<file path="src/rtl/core/mdl_pkg.sv">
`default_nettype none

package mdl_pkg;

	// Store geometry and sample format
	localparam int DEPTH        = 32768;
	localparam int SAMPLE_WIDTH = 16;
	localparam int ADDR_W       = $clog2(DEPTH);

	// Register field widths and reset values
	localparam int BASE_W        = 15;
	localparam int GAIN_W        = 16;
	localparam int CV_W          = 16;
	localparam logic [BASE_W-1:0] BASE_DELAY_RST = BASE_W'(24576);
	localparam logic [GAIN_W-1:0] MIX_GAIN_RST   = GAIN_W'(13107);

	// APB register map: register i at byte address 4*i
	localparam int PADDR_W   = 3;
	localparam int PDATA_W   = 32;
	localparam int REG_IDX_W = PADDR_W - 2;
	localparam logic [REG_IDX_W-1:0] REG_BASE_DELAY = REG_IDX_W'(0);
	localparam logic [REG_IDX_W-1:0] REG_MIX_GAIN   = REG_IDX_W'(1);

	// Delay computation: delay_cv * DEPTH, floor-shifted by 16
	localparam int DCV_PROD_W = CV_W + ADDR_W + 1;
	localparam int DCV_SHF_W  = DCV_PROD_W - 16;
	localparam int DLY_SUM_W  = ((DCV_SHF_W > BASE_W + 1) ? DCV_SHF_W : BASE_W + 1) + 1;
	localparam logic signed [DLY_SUM_W-1:0] DLY_MAX = DLY_SUM_W'(DEPTH - 1);

	// Dry path: mix_gain * sample, floor-shifted by 15
	localparam int DRY_PROD_W = SAMPLE_WIDTH + GAIN_W + 1;
	localparam int DRY_W      = DRY_PROD_W - 15;
	localparam int ACC_W      = DRY_W + 1;
	localparam logic signed [ACC_W-1:0] SMAX = ACC_W'((1 << (SAMPLE_WIDTH - 1)) - 1);
	localparam logic signed [ACC_W-1:0] SMIN = -(ACC_W'(1 << (SAMPLE_WIDTH - 1)));

	// Read head offset: read_cv * delay, truncated by 15
	localparam int OFS_PROD_W = CV_W + ADDR_W + 1;
	localparam int OFS_W      = OFS_PROD_W - 15;
	localparam int HEAD_W     = ADDR_W + 3;

	typedef struct packed {
		logic [BASE_W-1:0] base_delay;
		logic [GAIN_W-1:0] mix_gain;
	} cfg_t;

	// Controller to datapath
	typedef struct packed {
		logic clr_step;
		logic capture;
		logic read;
		logic mult;
		logic commit;
	} cmd_t;

	// Datapath to controller
	typedef struct packed {
		logic clr_done;
		logic out_busy;
	} status_t;

endpackage

`default_nettype wire

</file>
<file path="src/rtl/core/mdl_ctrl.sv">
`default_nettype none

module mdl_ctrl (
	input  wire logic             clk,
	input  wire logic             arst_n,
	input  wire logic             item_valid,
	output logic                  item_ready,
	input  wire mdl_pkg::status_t status,
	output mdl_pkg::cmd_t         cmd
);

	typedef enum logic [2:0] {
		ST_CLEAR,
		ST_IDLE,
		ST_READ,
		ST_MULT,
		ST_UPDATE
	} state_t;

	state_t state_q;

	assign item_ready = (state_q == ST_IDLE);

	// Commands decoded from state
	always_comb begin
		cmd          = '0;
		cmd.clr_step = (state_q == ST_CLEAR);
		cmd.capture  = (state_q == ST_IDLE) & item_valid;
		cmd.read     = (state_q == ST_READ);
		cmd.mult     = (state_q == ST_MULT);
		cmd.commit   = (state_q == ST_UPDATE) & ~status.out_busy;
	end

	// Sequencer: clear pass after reset, then four steps per item
	always_ff @(posedge clk or negedge arst_n) begin
		if (!arst_n) begin
			state_q <= ST_CLEAR;
		end else begin
			unique case (state_q)
				ST_CLEAR: begin
					if (status.clr_done) state_q <= ST_IDLE;
				end
				ST_IDLE: begin
					if (item_valid) state_q <= ST_READ;
				end
				ST_READ:   state_q <= ST_MULT;
				ST_MULT:   state_q <= ST_UPDATE;
				ST_UPDATE: begin
					if (!status.out_busy) state_q <= ST_IDLE;
				end
				default:   state_q <= ST_CLEAR;
			endcase
		end
	end

endmodule

`default_nettype wire

</file>
<file path="config.mk">
export PLATFORM = sky130hd
export DESIGN_NAME = mdl_ctrl
export DESIGN_NICKNAME = d
export VERILOG_FILES = /design/src/rtl/core/mdl_pkg.sv /design/src/rtl/core/mdl_ctrl.sv
export SDC_FILE = /design/constraint.sdc
export NUM_CORES = 1
export LEC_CHECK = 0
export BUFFER_PORTS_ARGS = -buffer_cell sky130_fd_sc_hd__buf_4
export CAP_MARGIN = 20
export CELL_PAD_IN_SITES_DETAIL_PLACEMENT = 1
export CELL_PAD_IN_SITES_GLOBAL_PLACEMENT = 1
export CORE_AREA = 2 2 39 41
export DETAILED_ROUTE_END_ITERATION = 12
export DIE_AREA = 0 0 41 43
export GPL_TIMING_DRIVEN = 0
export PLACE_DENSITY_LB_ADDON = 0.12
export SYNTH_ARGS = -nofsm -noshare
export SYNTH_HDL_FRONTEND = slang
export SYNTH_SLANG_ARGS = --single-unit
</file>
<file path="constraint.sdc">
create_clock -name clk -period 1.85 [get_ports clk]
set_input_delay 0.185 -clock clk [delete_from_list [all_inputs] [get_ports clk]]
set_output_delay 0.185 -clock clk [all_outputs]
set_load 0.05 [all_outputs]
</file>
### Yosys cells after proc, flatten, opt, wreduce, memory -nomap -nowiden

Cells that the tools add are included.

* memories kept: 0
* bits in latches: 0
* register bits: 3
* logic and storage cells: 17
* bits of input ports: 5
* output and inout port bits: 6
* RAM bits: 0
* bits in read-only memories: 0

* muxes and demuxes: 4
* $lt $le $gt $ge: 0
* shift operators: 0
* $add $sub $neg: 0
* divide/modulo/power cells: 0
* equality and inequality tests: 7
* bitwise operators: 3
* $mul: 0
* reductions and logical operators: 2

Operators by type and width (count)
* 3-bit one-hot mux with 5 select lines: 1
* 3-bit 2-to-1 mux: 3
* 3-bit by 2-bit equality test with 1-bit output, second input constant: 2
* 2-bit inequality test, second input constant: 3
* 3-bit by 1-bit equality test with 1-bit output, second input constant: 1
* 3-bit equality test, second input constant: 1
* 3-bit zero test: 1
* 3-bit AND reduction: 1
* 1-bit AND: 2
* 1-bit inverter: 1

### Longest topological paths before layout

Gate-level depths: netlist (run 1).

* depth in word-level cells: 3
* mapped depth: 3
* mapped depth without buffers: 2

### Least setup slack after synthesis (run 1)

Ideal clock, no wire load.

* kind: reg2out
* start: register state_q[1]
* end: output cmd[3] in the netlist's numbering
* buffers on the path: 1
* cell stages (with the launch flop): 3
* path slack: -0.393 ns
* required time: 1.665 ns
* arrival: 2.058 ns
* cells stage by stage: dfrtp_1 buf_6 nor4bb_1

RTL lines
* start: declaration: line mdl_ctrl.sv:20 `state_t state_q;`
* start signal: assignment: line mdl_ctrl.sv:37 `state_q <= ST_CLEAR;`
* start signal: assignment: line mdl_ctrl.sv:41 `if (status.clr_done) state_q <= ST_IDLE;`
* start signal: assignment: line mdl_ctrl.sv:44 `if (item_valid) state_q <= ST_READ;`
* end: declaration: line mdl_ctrl.sv:9 `output mdl_pkg::cmd_t cmd`

==> key figures, run 1 <==
Status
  • Status: completed

Floorplan
  • Core footprint: 1380 um2
  • Initial core utilization: between 10% and 20%
  • Top Ports: 11
  • Die Wd: 41 um
  • DIE HEIGHT: 43 um
  • Die area: roughly 1800 um2
  • Core Rows: 14

Worst setup path
  • CP max stage cell: dfrtp_1
  • CP top delay family: buffers and inverters
  • Worst Setup End Kind: output port
  • Worst path max stage delay: around 350 ps
  • CP arrival: 1330 ps
  • CP Cell Sequence: buf_2 > nor4b_2 > buf_4
  • Crit path kind: reg2out
  • CP Launch Type: flop
  • WP buf/inv: 2
  • CP required: 1660 ps
  • CP max FO: 10

Clocking
  • CTS max path bufs: 2
  • CTS tree: built
  • Clk Latency, worst-skew pair: 220 ps
  • Cts bufs inserted: 3
  • H-tree depth: 1
  • Clock root cell: clkbuf_4
  • Number of post-CTS setup repair buffers: 0
  • Num Clock Sinks: 3
  • Clock slew seen by the registers of the worst setup and hold paths: 40 ps

Synth
  • Post-synth EDFFs: 0
  • Synth unique cells: 17
  • Post-synth top cells: dfrtp_1 (3), buf_2 (2), nor2_1 (2)
  • Post-synthesis async set-or-reset flop share: 100%
  • Top post-synthesis cells by area: dfrtp_1 (36%), nor4b_2 (7.2%), buf_6 (5.4%), buf_2 (4.8%), nor4bb_1 (4.8%)
  • Mapped Cells: 21
  • Share of Yosys cell area claimed by the top area cell type: 36.1%
  • Mapped Area: 208 um2
  • Syn nets: 26
  • Sequential fraction of the synthesis area: 36.1%
  • Largest area contributor in the netlist: dfrtp_1
  • Post-synthesis area per instance: 9.89 um2
  • Main synth FF type: dfrtp_1
  • Top-count cell post-synth: dfrtp_1
  • Synth warn: 0
  • Yosys reg bits: 3

Timing
  • Final Hold Fails: 0
  • Slew @ Worst Pin: roughly 280 ps
  • WHS: 221 ps
  • Clock Skew: 1.13 ps
  • Max Clk Rate: ~0.66 GHz
  • Slew Viols, Final: 0
  • Slew margin rel.: between 80% and 90%
  • Crit share post-route: 82.1%
  • Final TNS setup: 0 ps
  • Fin crit period: 1520 ps
  • Number of setup violations in the final report: 0
  • RSZ-0062 raised after global routing: no

GRT
  • M1 GR Usage: 9.06%
  • Most Used Layer, Global Route: met2
  • First-pass GRT wire length: 1.00 mm
  • Pin count of the biggest net entering global routing: 11
  • Number of antenna violations at the first check in global routing: 0
  • Total grt overflow: 0
  • Vias in the first global route: 228
  • GR Layer Usage met2: 14.4%
  • Total GRT Usage: 8.35%
  • Met3 usage: under 10%

Route
  • Starting DRT DRC Count: 0
  • Antenna-violating nets left: 0
  • Vias: 217
  • Via/cell ratio: 4.17
  • Drt first pass iters: 1
  • # DRC: 0
  • Wire per inst: 11.0 um
  • Routed WL: 572 um

Finish
  • P&R area growth vs syn: 68.7%
  • Share of cells above drive strength 1: between 50% and 60%
  • Largest Register: state_q
  • Number of flip-flops in the largest register: 3
  • Filler cell count in the final layout: 166
  • Footprint of the multi-input gates: 123 um2
  • Biggest regs: state_q x3
  • # diodes: 0
  • # nets final: 42
  • Sequential Area: around 75 um2

Power
  • Worst VDD drop: slightly below 0.5 mV
  • Power density over cell area: between 2000 and 2500 nW/um2
  • Final Total Pwr: 0.000733 W
  • Leak: 0.166 nW

Placed design
  • GPL Wtd Cong: a little over 0.6
  • I/O Buffers: 10
  • DPL Wire Length: 449 um

Min path
  • Worst Hold Class: in2reg

Job
  • Max-cap violation count: 0
==> worst reg2reg max path, stage by stage, from the launching register on <==
cell and delay, ps:
dfrtp_1 390, buf_6 150, or2_0 220, a211o_1 310
==> routing by layer <==
layer | share of wire, % | wire (um)
met1 | 42 | 238
met2 | 54 | 309
met3 | 4.2 | 24
met4 | 0 | 0
met5 | 0 | 0
==> cell usage in the layout (no fill, tap or decap) <==
master	n
nor4b_2	1
nor4b_1	1
and2_1	1
nand2b_1	1
dfrtp_1	3
buf_6	1
buf_4	10
or2_0	1
nor3_1	1
buf_2	2
a31o_1	1
clkbuf_4	3
nor3b_2	1
clkbuf_1	1
nand3b_1	1
a211o_1	1
nor2_1	2
nor4bb_2	1
a21oi_1	1
and3b_1	1
dlygate4sd3_1	1
==> where the power goes <==
part           leakage (nW)  internal (W)  switching (W)
Sequential           0.0384     0.0000946      0.0000111
Clock                0.0150     0.0000806      0.0000301
Combinational         0.112      0.000185       0.000332
Total                 0.166      0.000360       0.000373
==> metrics by stage <==
step	setup slack (ps)	utilization, %	instance area, um2	instances
floorplan	55.1	-	219	21
global placement	576	22.7	314	47
detailed placement	540	22.7	314	47
CTS	297	25.3	350	52
global route	224	25.3	350	52
finish	331	25.3	350	52
==> area by class of cell <==
cell class	count	share of cell area (%)
Buffer	3	6.07
Clock buffer	4	7.50
Multi-Input combinational cell	15	35.0
Sequential cell	3	21.4
Tap cell	16	5.71
Timing Repair Buffer	11	24.3
==> path summary, 6_finish.rpt <==
path	startpoint	end	slack [ps]	depth (start not counted)
max	state_q[0]	cmd[0]	330	3
min	status[0]	state_q[2]	220	2
max reg2reg	state_q[1]	state_q[0]	660	3
min reg2reg	state_q[2]	state_q[1]	620	2
max in group asynchronous	arst_n	state_q[0]	1460	2
min in group asynchronous	arst_n	state_q[2]	290	2
==> cells by family after synthesis <==
group                  count (synthesis)  share of synthesized area (%)
and+or+nand+nor                       12                           42.8
DFF                                    3                           36.1
buffers and inverters                  3                           10.2
AOI/OAI and AO/OA                      3                           10.8
==> repair_timing <==
action / 4_1_cts / 5_1_grt
gates resized for setup: 0 / 0
endpoints found under the hold margin: 3 / 0
hold buffers: 1 / 0
endpoints found under the setup margin: 0 / 0
(Power assumes the default switching activity.)
==> inputs of run 2 (changes only) <==
--- a/config.mk
+++ b/config.mk
@@ -5,6 +5,7 @@
 export SDC_FILE = /design/constraint.sdc
 export NUM_CORES = 1
 export LEC_CHECK = 0
+export ABC_AREA = 1
 export BUFFER_PORTS_ARGS = -buffer_cell sky130_fd_sc_hd__buf_4
 export CAP_MARGIN = 20
 export CELL_PAD_IN_SITES_DETAIL_PLACEMENT = 1
==> constraint.sdc (replaced) <==
create_clock -name clk -period 1.5 [get_ports clk]
set_input_delay 0.15 -clock clk [delete_from_list [all_inputs] [get_ports clk]]
set_output_delay 0.15 -clock clk [all_outputs]
set_load 0.05 [all_outputs]
==> run 2 against run 1 <==
Against the previous run:
- synthesized cell count increased by 38%
- die area stayed put
- sequential power increased by 86%
==> key figures, run 2 <==
Status
  • Status: completed

Floorplan
  • Die Wd: 41 um (unchanged)
  • Top Ports: 11 (unchanged)
  • DIE HEIGHT: 43 um (unchanged)
  • Core footprint: 1380 um2 (unchanged)
  • Die area: 1760 um2 (unchanged)
  • Initial core utilization: 14.1% (-0.90 points)
  • Core Rows: 14 (unchanged)

Route
  • Starting DRT DRC Count: 0 (unchanged)
  • Via/cell ratio: 4.03 (-3.3%)
  • Antenna-violating nets left: 0 (unchanged)
  • Routed WL: 588 um (+2.8%)
  • # DRC: 0 (unchanged)
  • Wire per inst: 9.80 um (-11%)
  • Drt first pass iters: 1 (unchanged)
  • Vias: 242 (+12%)

Finish
  • # diodes: 0 (unchanged)
  • Largest Register: state_q
  • Sequential Area: 76.3 um2 (+1.7%)
  • # nets final: 50 (+19%)
  • Filler cell count in the final layout: 182 (+9.6%)
  • Commonest non-fill, non-tap cell in the layout: buf_4
  • Share of cells above drive strength 1: 45.5% (-7.3 points)
  • Most frequent cells in the layout: buf_4 (9), inv_1 (7), nand3_1 (5)
  • P&R area growth vs syn: 76.9%
  • Biggest regs: state_q x3
  • Footprint of the multi-input gates: 100 um2 (-18%)
  • Number of flip-flops in the largest register: 3 (unchanged)
  • Design area: 345 um2 (-1.4%)

Worst setup path
  • Reg2Reg Setup Slack: 450 ps (-210 ps)
  • CP Launch Type: flop
  • Worst reg2reg startpoint: state_q[1]
  • Critical Path Sink: cmd[1]
  • Worst reg2reg path endpoint: state_q[0]
  • Crit path kind: reg2out
  • R2r worst-path depth: 4 (+1)
  • CP max FO: 6 (-4)
  • CP required: 1350 ps (-310 ps)
  • Worst Setup End Kind: output port
  • CP arrival: 1230 ps (-100 ps)
  • Setup crit start: state_q[1]

Power
  • Worst VDD drop: 0.681 mV (+41%)
  • Power density over cell area: 2700 nW/um2 (+29%)
  • Leak: 0.191 nW (+15%)

GRT
  • Vias in the first global route: 248 (+8.8%)
  • First-pass GRT wire length: 910 um (-9.0%)
  • M1 GR Usage: 8.06% (-1.0 points)
  • Total grt overflow: 0 (unchanged)
  • GR Layer Usage met2: 11.6% (-2.8 points)
  • Most Used Layer, Global Route: met2
  • Total GRT Usage: 8.04% (-0.31 points)
  • Pin count of the biggest net entering global routing: 8 (-3)
  • Number of antenna violations at the first check in global routing: 0 (unchanged)
  • Met3 usage: 3.14% (-1.6 points)

Timing
  • Crit share post-route: approximately nine tenths
  • Slew margin rel.: 83.7% (+2.9 points)
  • Max Clk Rate: 0.725 GHz
  • Slew @ Worst Pin: 245 ps (-39.9 ps)
  • Fin crit period: 1380 ps
  • RSZ-0062 raised after global routing: no
  • Setup ws final: 120 ps (-211 ps)
  • Final Hold Fails: 0 (unchanged)
  • Slew Viols, Final: 0 (unchanged)
  • Number of setup violations in the final report: 0 (unchanged)
  • Clock Skew: 2.74 ps (+1.62 ps)
  • Final TNS setup: 0 ps (unchanged)

Job
  • Max-cap violation count: 0 (unchanged)

Synth
  • Synth warn: 0 (unchanged)
  • Share of Yosys cell area claimed by the top area cell type: 38.5% (+2.3 points)
  • Mapped Cells: 29 (+38%)
  • Post-synth top cells: inv_1 (7), nand3_1 (5), dfrtp_1 (3), nand2_1 (3), nor2_1 (3)
  • Top post-synthesis cells by area: dfrtp_1 (38%), inv_1 (13%), nand3_1 (13%), nand4_1 (6.4%), nand2_1 (5.8%)
  • Post-synth EDFFs: 0 (unchanged)
  • Sequential fraction of the synthesis area: 38.5% (+2.3 points)
  • Largest area contributor in the netlist: dfrtp_1
  • Main synth FF type: dfrtp_1
  • Synth unique cells: 11 (-6)
  • Top-count cell post-synth: inv_1
  • Syn nets: 34 (+31%)
  • Mapped Area: 195 um2 (-6.0%)
  • Post-synthesis async set-or-reset flop share: 100% (unchanged)
  • Post-synthesis area per instance: 6.73 um2 (-32%)
  • Yosys reg bits: 3 (unchanged)

Clocking
  • Clk Latency, worst-skew pair: 230 ps (about the same)
  • Cts bufs inserted: 3 (unchanged)
  • Number of post-CTS setup repair buffers: 0 (unchanged)
  • Clock root cell: clkbuf_4
  • CTS max path bufs: 2 (unchanged)
  • H-tree depth: 1 (unchanged)
  • Num Clock Sinks: 3 (unchanged)
  • Clock slew seen by the registers of the worst setup and hold paths: 40 ps (about the same)
  • CTS tree: built

Placed design
  • GPL Wtd Cong: 0.709 (+17%)
  • I/O Buffers: 10 (unchanged)
  • DPL Wire Length: 502 um (+12%)
  • Pre-CTS setup slack: 327 ps (-213 ps)
  • Post-placement cell area: 302 um2 (-4.0%)

Min path
  • Worst Hold Class: in2async
==> run 2: cell count changes after synthesis, sizes merged, moves of 2 or more <==
cell	before	now
inv	0	9
nand2	0	3
nand3	0	5
nand4	0	2
buf	3	0
nor4b	2	0
==> run 2: per-stage QoR <==
step                hold slack (ps)  instances  util [%]  total power [W]
floorplan                      -146         29         -         0.000612
detailed placement            -59.6         55      21.8         0.000784
finish                          236         60      25.0         0.000932
CTS                             229         60      24.4         0.000937
global placement              -60.3         55      21.8         0.000775
global route                    245         60      25.0          0.00101
==> run 2: worst max-delay path, cell delays in order, from the launching register on <==
cell	delay, ps
dfrtp_1	470
inv_2	80
nor3_2	210
buf_4	240
==> run 2: cell families after synthesis <==
| group | after synthesis | synth area share [%] |
|---|---|---|
| and+or+nand+nor | 16 | 41.7 |
| buffers and inverters | 9 | 17.3 |
| DFF | 3 | 38.5 |
| AOI/OAI and AO/OA | 1 | 2.56 |
==> run 2: where the power goes <==
group	switching [W]	internal (W)	total, W
registers	0.0000750	0.000122	0.000197
logic	0.000410	0.000184	0.000593
clock network	0.0000422	0.0000997	0.000142
total	0.000527	0.000405	0.000932
==> run 2: what timing repair did <==
| action | CTS | global route |
|---|---|---|
| setup endpoints to repair | 0 | 1 |
| gates resized for setup | 0 | 3 |
| hold buffers | 1 | 0 |
| endpoints found under the hold margin | 3 | 0 |
==> run 2: how the worst min path moves through the flow <==
stage                       from    endpoint  slack, ps  depth (start not counted)
after CTS                 arst_n  state_q[1]        230                          2
after floorplan           arst_n  state_q[0]       -150                          0
after detailed placement  arst_n  state_q[1]        -60                          1
after global placement    arst_n  state_q[1]        -60                          1
final                     arst_n  state_q[1]        240                          2
after global routing      arst_n  state_q[0]        250                          2
==> run 2: layout make-up <==
class / instances / area share [%]
Clock buffer: 4 / 7.61
Inverter: 9 / 9.78
Multi-Input combinational cell: 17 / 29.0
Sequential cell: 3 / 22.1
Tap cell: 16 / 5.80
Timing Repair Buffer: 11 / 25.7
==> run 2: per-layer routing <==
| metal | up-vias | wire length, um |
|---|---|---|
| li1 | 121 | - |
| met1 | 114 | 237 |
| met2 | 7 | 314 |
| met3 | 0 | 36 |
| met4 | 0 | 0 |
| met5 | - | 0 |
