==> src/rtl/core/mdl_pkg.sv <==
`default_nettype none

package mdl_pkg;

	// Store geometry and sample format
	localparam int DEPTH        = 32768;
	localparam int SAMPLE_WIDTH = 16;
	localparam int ADDR_W       = $clog2(DEPTH);

	// Register field widths and reset values
	localparam int BASE_W        = 15;
	localparam int GAIN_W        = 16;
	localparam int CV_W          = 16;
	localparam logic [BASE_W-1:0] BASE_DELAY_RST = BASE_W'(24576);
	localparam logic [GAIN_W-1:0] MIX_GAIN_RST   = GAIN_W'(13107);

	// APB register map: register i at byte address 4*i
	localparam int PADDR_W   = 3;
	localparam int PDATA_W   = 32;
	localparam int REG_IDX_W = PADDR_W - 2;
	localparam logic [REG_IDX_W-1:0] REG_BASE_DELAY = REG_IDX_W'(0);
	localparam logic [REG_IDX_W-1:0] REG_MIX_GAIN   = REG_IDX_W'(1);

	// Delay computation: delay_cv * DEPTH, floor-shifted by 16
	localparam int DCV_PROD_W = CV_W + ADDR_W + 1;
	localparam int DCV_SHF_W  = DCV_PROD_W - 16;
	localparam int DLY_SUM_W  = ((DCV_SHF_W > BASE_W + 1) ? DCV_SHF_W : BASE_W + 1) + 1;
	localparam logic signed [DLY_SUM_W-1:0] DLY_MAX = DLY_SUM_W'(DEPTH - 1);

	// Dry path: mix_gain * sample, floor-shifted by 15
	localparam int DRY_PROD_W = SAMPLE_WIDTH + GAIN_W + 1;
	localparam int DRY_W      = DRY_PROD_W - 15;
	localparam int ACC_W      = DRY_W + 1;
	localparam logic signed [ACC_W-1:0] SMAX = ACC_W'((1 << (SAMPLE_WIDTH - 1)) - 1);
	localparam logic signed [ACC_W-1:0] SMIN = -(ACC_W'(1 << (SAMPLE_WIDTH - 1)));

	// Read head offset: read_cv * delay, truncated by 15
	localparam int OFS_PROD_W = CV_W + ADDR_W + 1;
	localparam int OFS_W      = OFS_PROD_W - 15;
	localparam int HEAD_W     = ADDR_W + 3;

	typedef struct packed {
		logic [BASE_W-1:0] base_delay;
		logic [GAIN_W-1:0] mix_gain;
	} cfg_t;

	// Controller to datapath
	typedef struct packed {
		logic clr_step;
		logic capture;
		logic read;
		logic mult;
		logic commit;
	} cmd_t;

	// Datapath to controller
	typedef struct packed {
		logic clr_done;
		logic out_busy;
	} status_t;

endpackage

`default_nettype wire

==> src/rtl/core/mdl_regs.sv <==
`default_nettype none

module mdl_regs (
	input  wire logic                         clk,
	input  wire logic                         arst_n,
	input  wire logic                         psel,
	input  wire logic                         penable,
	input  wire logic                         pwrite,
	input  wire logic [mdl_pkg::PADDR_W-1:0]  paddr,
	input  wire logic [mdl_pkg::PDATA_W-1:0]  pwdata,
	output logic      [mdl_pkg::PDATA_W-1:0]  prdata,
	output logic                              pready,
	output mdl_pkg::cfg_t                     cfg
);

	logic [mdl_pkg::REG_IDX_W-1:0] idx;
	logic                          wr_en;
	mdl_pkg::cfg_t                 cfg_q;

	assign idx    = paddr[mdl_pkg::PADDR_W-1:2];
	assign wr_en  = psel & penable & pwrite;
	assign pready = 1'b1;
	assign cfg    = cfg_q;

	// Register writes on the access phase
	always_ff @(posedge clk or negedge arst_n) begin
		if (!arst_n) begin
			cfg_q.base_delay <= mdl_pkg::BASE_DELAY_RST;
			cfg_q.mix_gain   <= mdl_pkg::MIX_GAIN_RST;
		end else if (wr_en) begin
			unique case (idx)
				mdl_pkg::REG_BASE_DELAY: cfg_q.base_delay <= pwdata[mdl_pkg::BASE_W-1:0];
				mdl_pkg::REG_MIX_GAIN:   cfg_q.mix_gain   <= pwdata[mdl_pkg::GAIN_W-1:0];
				default: ;
			endcase
		end
	end

	// Readback
	always_comb begin
		unique case (idx)
			mdl_pkg::REG_BASE_DELAY:
				prdata = mdl_pkg::PDATA_W'(cfg_q.base_delay);
			mdl_pkg::REG_MIX_GAIN:
				prdata = mdl_pkg::PDATA_W'(cfg_q.mix_gain);
			default:
				prdata = '0;
		endcase
	end

endmodule

`default_nettype wire

==> config.mk <==
export PLATFORM = sky130hd
export DESIGN_NAME = mdl_regs
export DESIGN_NICKNAME = d
export VERILOG_FILES = /design/src/rtl/core/mdl_pkg.sv /design/src/rtl/core/mdl_regs.sv
export SDC_FILE = /design/constraint.sdc
export NUM_CORES = 1
export LEC_CHECK = 0
export BUFFER_PORTS_ARGS = -buffer_cell sky130_fd_sc_hd__buf_2
export CAP_MARGIN = 30
export CORE_ASPECT_RATIO = 1.75
export CORE_MARGIN = 3
export CORE_UTILIZATION = 45
export DETAILED_ROUTE_END_ITERATION = 10
export PLACE_DENSITY = 0.95
export REMOVE_ABC_BUFFERS = 1
export SYNTH_ARGS = -nofsm -noshare
export SYNTH_HDL_FRONTEND = slang
export SYNTH_SLANG_ARGS = --single-unit
==> constraint.sdc <==
create_clock -name clk -period 2.9 [get_ports clk]
set_input_delay 0.435 -clock clk [delete_from_list [all_inputs] [get_ports clk]]
set_output_delay 0.435 -clock clk [all_outputs]
set_load 0.03 [all_outputs]
; ---- Yosys cells after proc, flatten, opt, wreduce, memory -nomap -nowiden
; Cells that the tools add are included.
[totals]
output_inout_bits = 64
reg_bits = 31
[classes]
reduce_logical = 2
mux = 1
bitwise = 3
[ops]
columns = cell, n
row1 = 32-bit one-hot mux with 2 select lines, 1
row2 = 2-bit AND reduction, 2
row3 = 1-bit AND, 2
row4 = 1-bit inverter, 1

; ---- Logic depth before layout (Yosys ltp)
; Gate-level depths: netlist of the first run.
[depth]
ltp_word = 3
ltp_mapped = 4
ltp_nobuf = 2

; ---- Least setup slack after synthesis of the first run
; OpenSTA, ideal clock, no wires.
[synth_path]
path_type = input-to-output
from = input paddr[2] (netlist name)
to = output prdata[10] (netlist name)
path_buffers = 2
required_time_ns = 2.465
t_arrival_ns = 1.183
setup_slack_ns = 1.282
stages = 3
cell_sequence = buf_6 buf_2 mux2_2
[synth_between]
elab_chain_cells = 2
[synth_lines]
columns = element, line
row1 = from (decl), mdl_regs.sv:9  ; input wire logic [mdl_pkg::PADDR_W-1:0] paddr,
row2 = 1-bit inverter, -
row3 = 32-bit one-hot mux with 2 select lines *, mdl_regs.sv:41  ; unique case (idx)
row4 = to (decl), mdl_regs.sv:11  ; output logic [mdl_pkg::PDATA_W-1:0] prdata,
; Mark *: on every way between the ends. The rest lies on a longest branch, timed or not. The select of a mux whose other input is x is not followed.

; ---- Final worst setup path of the first run
[layout_path]
from = input paddr[2] (netlist name)
to = output prdata[6] (netlist name)
; Same word-level chain as after synthesis.

==> results of run 1 <==
==> cells in the final DEF (no fill, tap or decap) <==
cell       Yosys  final
nand4b_4       1      1
and2_1         1      1
dfstp_2       10     10
clkbuf_8       1      6
buf_2          1     68
conb_1         2     17
dfrtp_1       21     21
mux2_4        10     10
nand4_4        1      1
bufinv_16      0      1
clkinv_2       0      1
mux2_2        36     36
==> synth_stat cells, drive strengths merged <==
cell and count:
and2 1, buf 20, clkbuf 1, conb 2, dfrtp 21, dfstp 10, mux2 46, nand4 1
nand4b 1
==> worst paths after layout <==
| kind | start | end | cells past startpoint |
|---|---|---|---|
| min in group clk | pwdata[15] | cfg[15] | 2 |
| worst max-delay path | paddr[2] | prdata[6] | 3 |
| worst min register to register | cfg[27] | cfg[27] | 1 |
| worst min-delay path | arst_n | cfg[16] | 1 |
| worst max register to register | cfg[19] | cfg[19] | 1 |
| max in group asynchronous | arst_n | cfg[26] | 1 |
==> layer usage <==
metal	vias to the layer above	part of all wire (%)	GRT usage, %
met5	-	0	0
met4	0	1.7	7.35
met3	5	5.7	4.09
met2	45	58	30.8
met1	505	34	15.0
li1	460	-	-
==> area by class of cell <==
class,instances,area share (%)
well taps,43,2.73
repair buffers,68,17.3
clock buffers,6,4.19
multi-input cells,66,34.0
clock inverters,2,1.78
flip-flops and latches,31,40.0
==> stage by stage <==
stage                     hold slack [ns]  utilization [%]  total power, W  cell area [µm²]
after floorplan                     0.139                -         0.00112             1460
after global placement              0.501             57.1         0.00131             1850
after detailed placement            0.507             57.1         0.00133             1850
after CTS                           0.208             60.8         0.00176             1970
after global routing                0.221             60.8         0.00184             1970
final                               0.183             60.8         0.00174             1970
==> cells by family after synthesis <==
kind of cell / synth area share [%]
flip-flops: 50.2
multiplexers: 35.4
buffers and inverters: 10.7
other: 0.478
AND/OR/NAND/NOR: 3.26
==> power by group <==
group | internal [W] | switching (W) | leakage (nW) | total, W
Clock | 0.000278 | 0.000153 | 0.0612 | 0.000430
Sequential | 0.000552 | 0.0000678 | 0.357 | 0.000619
Combinational | 0.000241 | 0.000454 | 0.607 | 0.000695
Total | 0.00107 | 0.000674 | 1.02 | 0.00174
==> critical path, delay by kind of cell <==
kind,cells,cell delay [ns]
mux,1,0.39
buf+inv,2,0.54
==> reports/qor.yml, run 1 <==
max_freq_mhz: 555
die_h_um: 84.2
cts_tree: "yes"
port_buffers: 68
top_level_ports: 104
timing.setup.tns_ns: 0
setup.worst_path.end_class: "output port"
crit_slowest_cell: "mux2_2"
critPathArrivalTime_ns: 1.37
post-cts-setup-buffers: 0
drcViolationCount: 0
max_slew_margin_pct: 56.0
grt_pass1_vias: 1104
timing.final.crit_share_pct: 62.1
synth_top_area_share_pct: 33.4
powerDensity_mw_per_mm2: 885
dp_slack_ns: 1.07
setup_viol: 0
synth_area_mm2: 0.00157
grt_pass1_wl_mm: 5.15
vdd_drop_max_mv: 0.524
status: "complete, no violations"
cts-hold-fix-buffers: 0
ant_nets: 0
multi_input_area_um2: 671
vias: 1015
die-area_mm2: 0.00427
worst_path_largest_cell_delay_ns: 0.39
clk_path_buf_depth: 2
regArea_um2: 788
clkLatencyLatePin_ns: 0.28
gp_congestion: 0.739
cts-root-buf: "clkbuf_8"
syn_to_final_growth_pct: 25.4
cp_max_fo: 18
yosysUniqueCellTypes: 12
p_leak_nw: 1.02
synthCells: 103
final.setup.worst_slack_ns: 1.10
startpoint_type: "input port"
n_fill_cell: 275
rows: 27
start_util_pct: 48.5
gr-total-overflow: 0
worstPathCellList: "buf_2 -> mux2_2 -> buf_2"
crit_type: "in2out"
drv_slew: 0
grt_max_degree: 32
antenna_found_initial: 0
min_path_type: "in2async"
wl_per_cell_um: 14.3
die_width_um: 50.7
finClkSkew_ns: 0
worst_slew_pin_slew_ns: 0.659
synth-warning-count: 0
cts.repair.resized: 0
drive_gt1_share_pct: 77.5
fin_cells: 216
finalNetCount: 212
drt_wl_total_mm: 3.08
place_inst: 208
synth.area.top_cells: "dfrtp_1 (33%), mux2_2 (26%), dfstp_2 (17%)"
cts.clk_slew.worst_paths_ns: 0.07
drtIter0Drc: 10
crit_top_cell: "buf_2"
required_ns: 2.47
rsz0062_at_grt: "false"
vias_per_cell: 4.70
ys_seq_area_share_pct: 50.2
cts.htree.levels: 2
cts_sinks: 31
firstDrtPassIters: 2
maxCapViolCount: 0
grt_use_total_pct: 16.1
hold_violations: 0
synth_area_leader_cell: "dfrtp_1"
final.min_clock_period_ns: 1.80
syn_avg_cell_area_um2: 15.3
dp_hpwl_mm: 2.31
core_region_area_mm2: 0.00324
antenna-diode-count: 0
regToRegSetupSlack_ns: 2.12
ys_seq_elements: 31
largest_register_ffs: 31
numCtsBuffers: 5
No activity file was read; power rests on OpenSTA's default activity.
==> run 2, diff against run 1 <==
Settings changed: CORE_UTILIZATION 45 to 42, PLACE_DENSITY 0.95 to 0.92.
Clock period 2.9 ns to 1.7 ns, I/O delays scaled along.
==> run 2 against run 1 <==
  * Non-clock buffer count up 2
  * Largest cell class unchanged
  * Die area increased by 6.5%
  * First-iteration DRC count decreased by 60%
  * Sequential share of layout area is the same
==> reports/qor.yml, run 2 (synthesis gave the netlist of run 1 again) <==
ant_nets: 0
die-area_mm2: 0.00454
worst_slew_pin_slew_ns: 0.691
cts_tree: "yes"
required_ns: 1.44
grt_pass1_wl_mm: 5.05
final_cell_mix: "buf_2 (68), mux2_2 (36), dfrtp_1 (21)"
final_common_cell: "buf_2"
die_width_um: 52.2
syn_to_final_growth_pct: 25.4
vias: 1022
hold_violations: 0
antenna-diode-count: 0
vias_per_cell: 4.65
critPathArrivalTime_ns: 1.22
grt_max_degree: 32
cts.repair.resized: 0
max_slew_margin_pct: 53.9
port_buffers: 68
status: "complete, no violations"
final.min_clock_period_ns: 1.48
drt_wl_total_mm: 3.32
cts-hold-fix-buffers: 0
grt_pass1_vias: 1033
gr-total-overflow: 0
core_region_area_mm2: 0.00350
gp_congestion: 0.716
timing.final.crit_share_pct: 86.9
wl_per_cell_um: 15.1
p_switching_w: 0.00115
power_frac_seq_pct: 36.7
cts_sinks: 31
timing.setup.tns_ns: 0
n_fill_cell: 320
largest_register_ffs: 31
dp_hpwl_mm: 2.54
firstDrtPassIters: 3
totalPowerFinal_w: 0.00288
min_path_type: "in2async"
drtIter0Drc: 4
setup.worst_path.end_class: "output port"
grt_use_total_pct: 15.4
cts.clk_slew.worst_paths_ns: 0.06
rows: 28
clk_path_buf_depth: 2
start_util_pct: 44.9
rsz0062_at_grt: "false"
drcViolationCount: 0
p_comb_share_pct: 41.7
startpoint_type: "input port"
powerDensity_mw_per_mm2: 1460
crit_type: "in2out"
top_level_ports: 104
cts.htree.levels: 2
max_freq_mhz: 677
clockPowerShare_pct: 21.6
post-cts-setup-buffers: 0
antenna_found_initial: 0
cts-root-buf: "clkbuf_8"
p_leak_nw: 1.02
vdd_drop_max_mv: 0.746
maxCapViolCount: 0
numCtsBuffers: 5
finalNetCount: 214
cp_max_fo: 10
holdWs_ns: 0.0171
switching_share_pct: 40.1
drv_slew: 0
die_h_um: 86.9
clkLatencyLatePin_ns: 0.27
intPower_w: 0.00172
finClkSkew_ns: 0
setup_viol: 0
drive_gt1_share_pct: 77.1
## run 2: cell types whose count changed in the layout (fill, tap and decap cells not counted)
| cell | change |
|---|---|
| clkinv_2 | -1 |
| clkbuf_8 | +1 |
| clkbuf_1 | +1 |
| bufinv_16 | -1 |
| buf_4 | +2 |
## run 2: power by group through the flow
stage | clock network, W | logic, W | registers (W)
4_1_cts | 0.000648 | 0.00121 | 0.00106
5_1_grt | 0.000684 | 0.00126 | 0.00109
6_report | 0.000622 | 0.00120 | 0.00106
2_1_floorplan | 0 | 0.000524 | 0.00139
3_3_place_gp | 0 | 0.00119 | 0.00106
3_5_place_dp | 0 | 0.00121 | 0.00107
## run 2: worst max-delay path, stage by stage
cell    delay [ns]
buf_2         0.23
buf_4         0.21
mux2_2        0.34
buf_2         0.18
## run 2: stage by stage
stage | worst slack (ns) | utilization (%) | instance area (µm²) | std cells
finish | 0.222 | 56.3 | 1970 | 220
global route | 0.184 | 56.3 | 1970 | 220
detailed placement | 0.171 | 53.4 | 1870 | 212
global placement | 0.181 | 53.4 | 1870 | 212
CTS | 0.204 | 56.3 | 1970 | 220
floorplan | 0.557 | - | 1460 | 97
## run 2: area by class of cell
cell class / count / area [µm²] / area share, %
tap: 45 / 56.3 / 2.86
timing repair buffer: 70 / 355 / 18.0
sequential: 31 / 788 / 40.0
multi-input combinational: 66 / 671 / 34.0
clock buffer: 8 / 100 / 5.08
## run 2: path summary, 6_finish.rpt
check	startpoint	endpoint	slack [ns]	depth (start not counted)
worst max-delay path	paddr[2]	prdata[13]	0.22	4
worst min-delay path	arst_n	cfg[17]	0.02	1
worst max register to register	cfg[7]	cfg[7]	0.91	1
worst min register to register	cfg[26]	cfg[26]	0.52	1
max in group asynchronous	arst_n	cfg[18]	1.24	1
min in group clk	pwdata[15]	cfg[15]	0.21	2
## run 2: routing by layer
| layer | global-route usage (%) | wire, µm |
|---|---|---|
| met4 | 5.58 | 44 |
| met3 | 5.66 | 276 |
| met2 | 27.0 | 1870 |
| met5 | 0 | 0 |
| met1 | 16.4 | 1130 |
==> run 3, diff against run 2 <==
Settings changed: BUFFER_PORTS_ARGS -buffer_cell sky130_fd_sc_hd__buf_2 to -buffer_cell sky130_fd_sc_hd__buf_4.
Clock period 1.7 ns to 1.5 ns, I/O delays scaled along.
==> run 3 against run 2 <==
  * Die area unchanged
  * Flip-flop and latch count unchanged
  * Largest power group unchanged
  * Worst hold slack better by 0.17 ns
  * Sequential share of layout area down 3.4 points
  * Clock power up 4.8%
  * Combinational power up 28%
  * Final cell count up 0.45%
  * Via count down 1.8%
  * Sequential power up 13%
  * Design area up 9.3%
  * First-iteration DRC count up 50%
==> reports/qor.yml, run 3 (synthesis gave the netlist of run 1 again) <==
fin_cells: 221
vdd_drop_max_mv: 0.890
gp_congestion: 0.692
grt_max_degree: 32
startpoint_type: "register"
final_common_cell: "buf_4"
grt_use_total_pct: 15.4
p_leak_nw: 1.08
crit_slowest_cell: "dfrtp_1"
vias_per_cell: 4.54
worstPathCellList: "mux2_2 -> buf_4"
timing.setup.tns_ns: 0
final_cell_mix: "buf_4 (69), mux2_2 (36), dfrtp_1 (21)"
numCtsBuffers: 5
critPathArrivalTime_ns: 1.12
drcViolationCount: 0
path_buf_inv: 1
hold_violations: 0
dp_hpwl_mm: 2.42
setup_viol: 0
vias: 1004
cp_top_family: "flip-flops"
top_level_ports: 104
die_h_um: 86.9
holdWs_ns: 0.185
syn_to_final_growth_pct: 37.1
wl_per_cell_um: 14.6
routedLengthMet1_mm: 1.09
cp_max_fo: 3
drive_gt1_share_pct: 76.7
grt_pass1_vias: 1039
rsz0062_at_grt: "false"
ant_nets: 0
drt_wl_total_mm: 3.23
powerDensity_mw_per_mm2: 1580
cts.clk_slew.worst_paths_ns: 0.06
drtIter0Drc: 6
antenna_found_initial: 0
min_path_type: "in2reg"
antenna-diode-count: 0
final.min_clock_period_ns: 1.34
maxCapViolCount: 0
timing.final.crit_share_pct: 89.5
grt_pass1_wl_mm: 5.06
met3WireLength_um: 305
status: "complete, no violations"
largest_register_ffs: 31
topRoutingLayerUsed: "met4"
max_freq_mhz: 745
core_region_area_mm2: 0.00350
finalNetCount: 215
finClkSkew_ns: 0
start_util_pct: 44.9
gr-total-overflow: 0
cts-hold-fix-buffers: 1
cts_tree: "yes"
rows: 28
drv_slew: 0
firstDrtPassIters: 2
worst_path_largest_cell_delay_ns: 0.41
clkLatencyLatePin_ns: 0.27
required_ns: 1.27
route.met2.wl_mm: 1.78
cts_sinks: 31
clk_path_buf_depth: 2
cts.repair.resized: 0
crit_type: "reg2out"
n_fill_cell: 299
die_width_um: 52.2
die-area_mm2: 0.00454
place_inst: 212
cts-root-buf: "clkbuf_8"
post-cts-setup-buffers: 0
port_buffers: 68
cts.htree.levels: 2
setup.worst_path.end_class: "output port"
## run 3: changes by cell type in the layout (fill, tap and decap cells not counted), sizes merged
cell         change
dlygate4sd3      +1
clkbuf           -1
clkinv           +1
## run 3: per-layer routing
| metal | GRT usage, % | vias up |
|---|---|---|
| met4 | 4.88 | 0 |
| met2 | 27.5 | 55 |
| met1 | 16.3 | 476 |
| met3 | 5.83 | 5 |
| met5 | 0 | - |
| li1 | - | 468 |
## run 3: final timing paths
check | startpoint | to | slack (ns) | depth (start not counted)
hold reg to reg | cfg[10] | cfg[10] | 0.53 | 1
hold / removal | pwdata[13] | cfg[29] | 0.19 | 2
setup / recovery | cfg[23] | prdata[7] | 0.16 | 2
setup reg to reg | cfg[15] | cfg[15] | 0.71 | 1
min in group asynchronous | arst_n | cfg[23] | 0.43 | 2
max in group asynchronous | arst_n | cfg[5] | 0.75 | 2
## run 3: metrics by stage
step | setup slack, ns | power (W) | cell area (µm²) | utilization [%]
after global routing | 0.106 | 0.00358 | 2150 | 61.5
after CTS | 0.147 | 0.00344 | 2150 | 61.5
after global placement | 0.105 | 0.00275 | 2050 | 58.6
after floorplan | 0.387 | 0.00217 | 1460 | -
final | 0.157 | 0.00340 | 2150 | 61.5
after detailed placement | 0.109 | 0.00277 | 2050 | 58.6
## run 3: where the power goes
part | switching [W] | internal (W) | total (W)
sequential | 0.000138 | 0.00107 | 0.00120
combinational | 0.000890 | 0.000653 | 0.00154
clock | 0.000283 | 0.000369 | 0.000652
## run 3: final cells by class
class | instances | area, µm² | share of cell area (%)
clock buffers | 7 | 86.3 | 4.01
clock inverters | 1 | 5.00 | 0.232
multi-input cells | 66 | 671 | 31.1
flip-flops and latches | 31 | 788 | 36.6
well taps | 45 | 56.3 | 2.61
repair buffers | 71 | 548 | 25.4
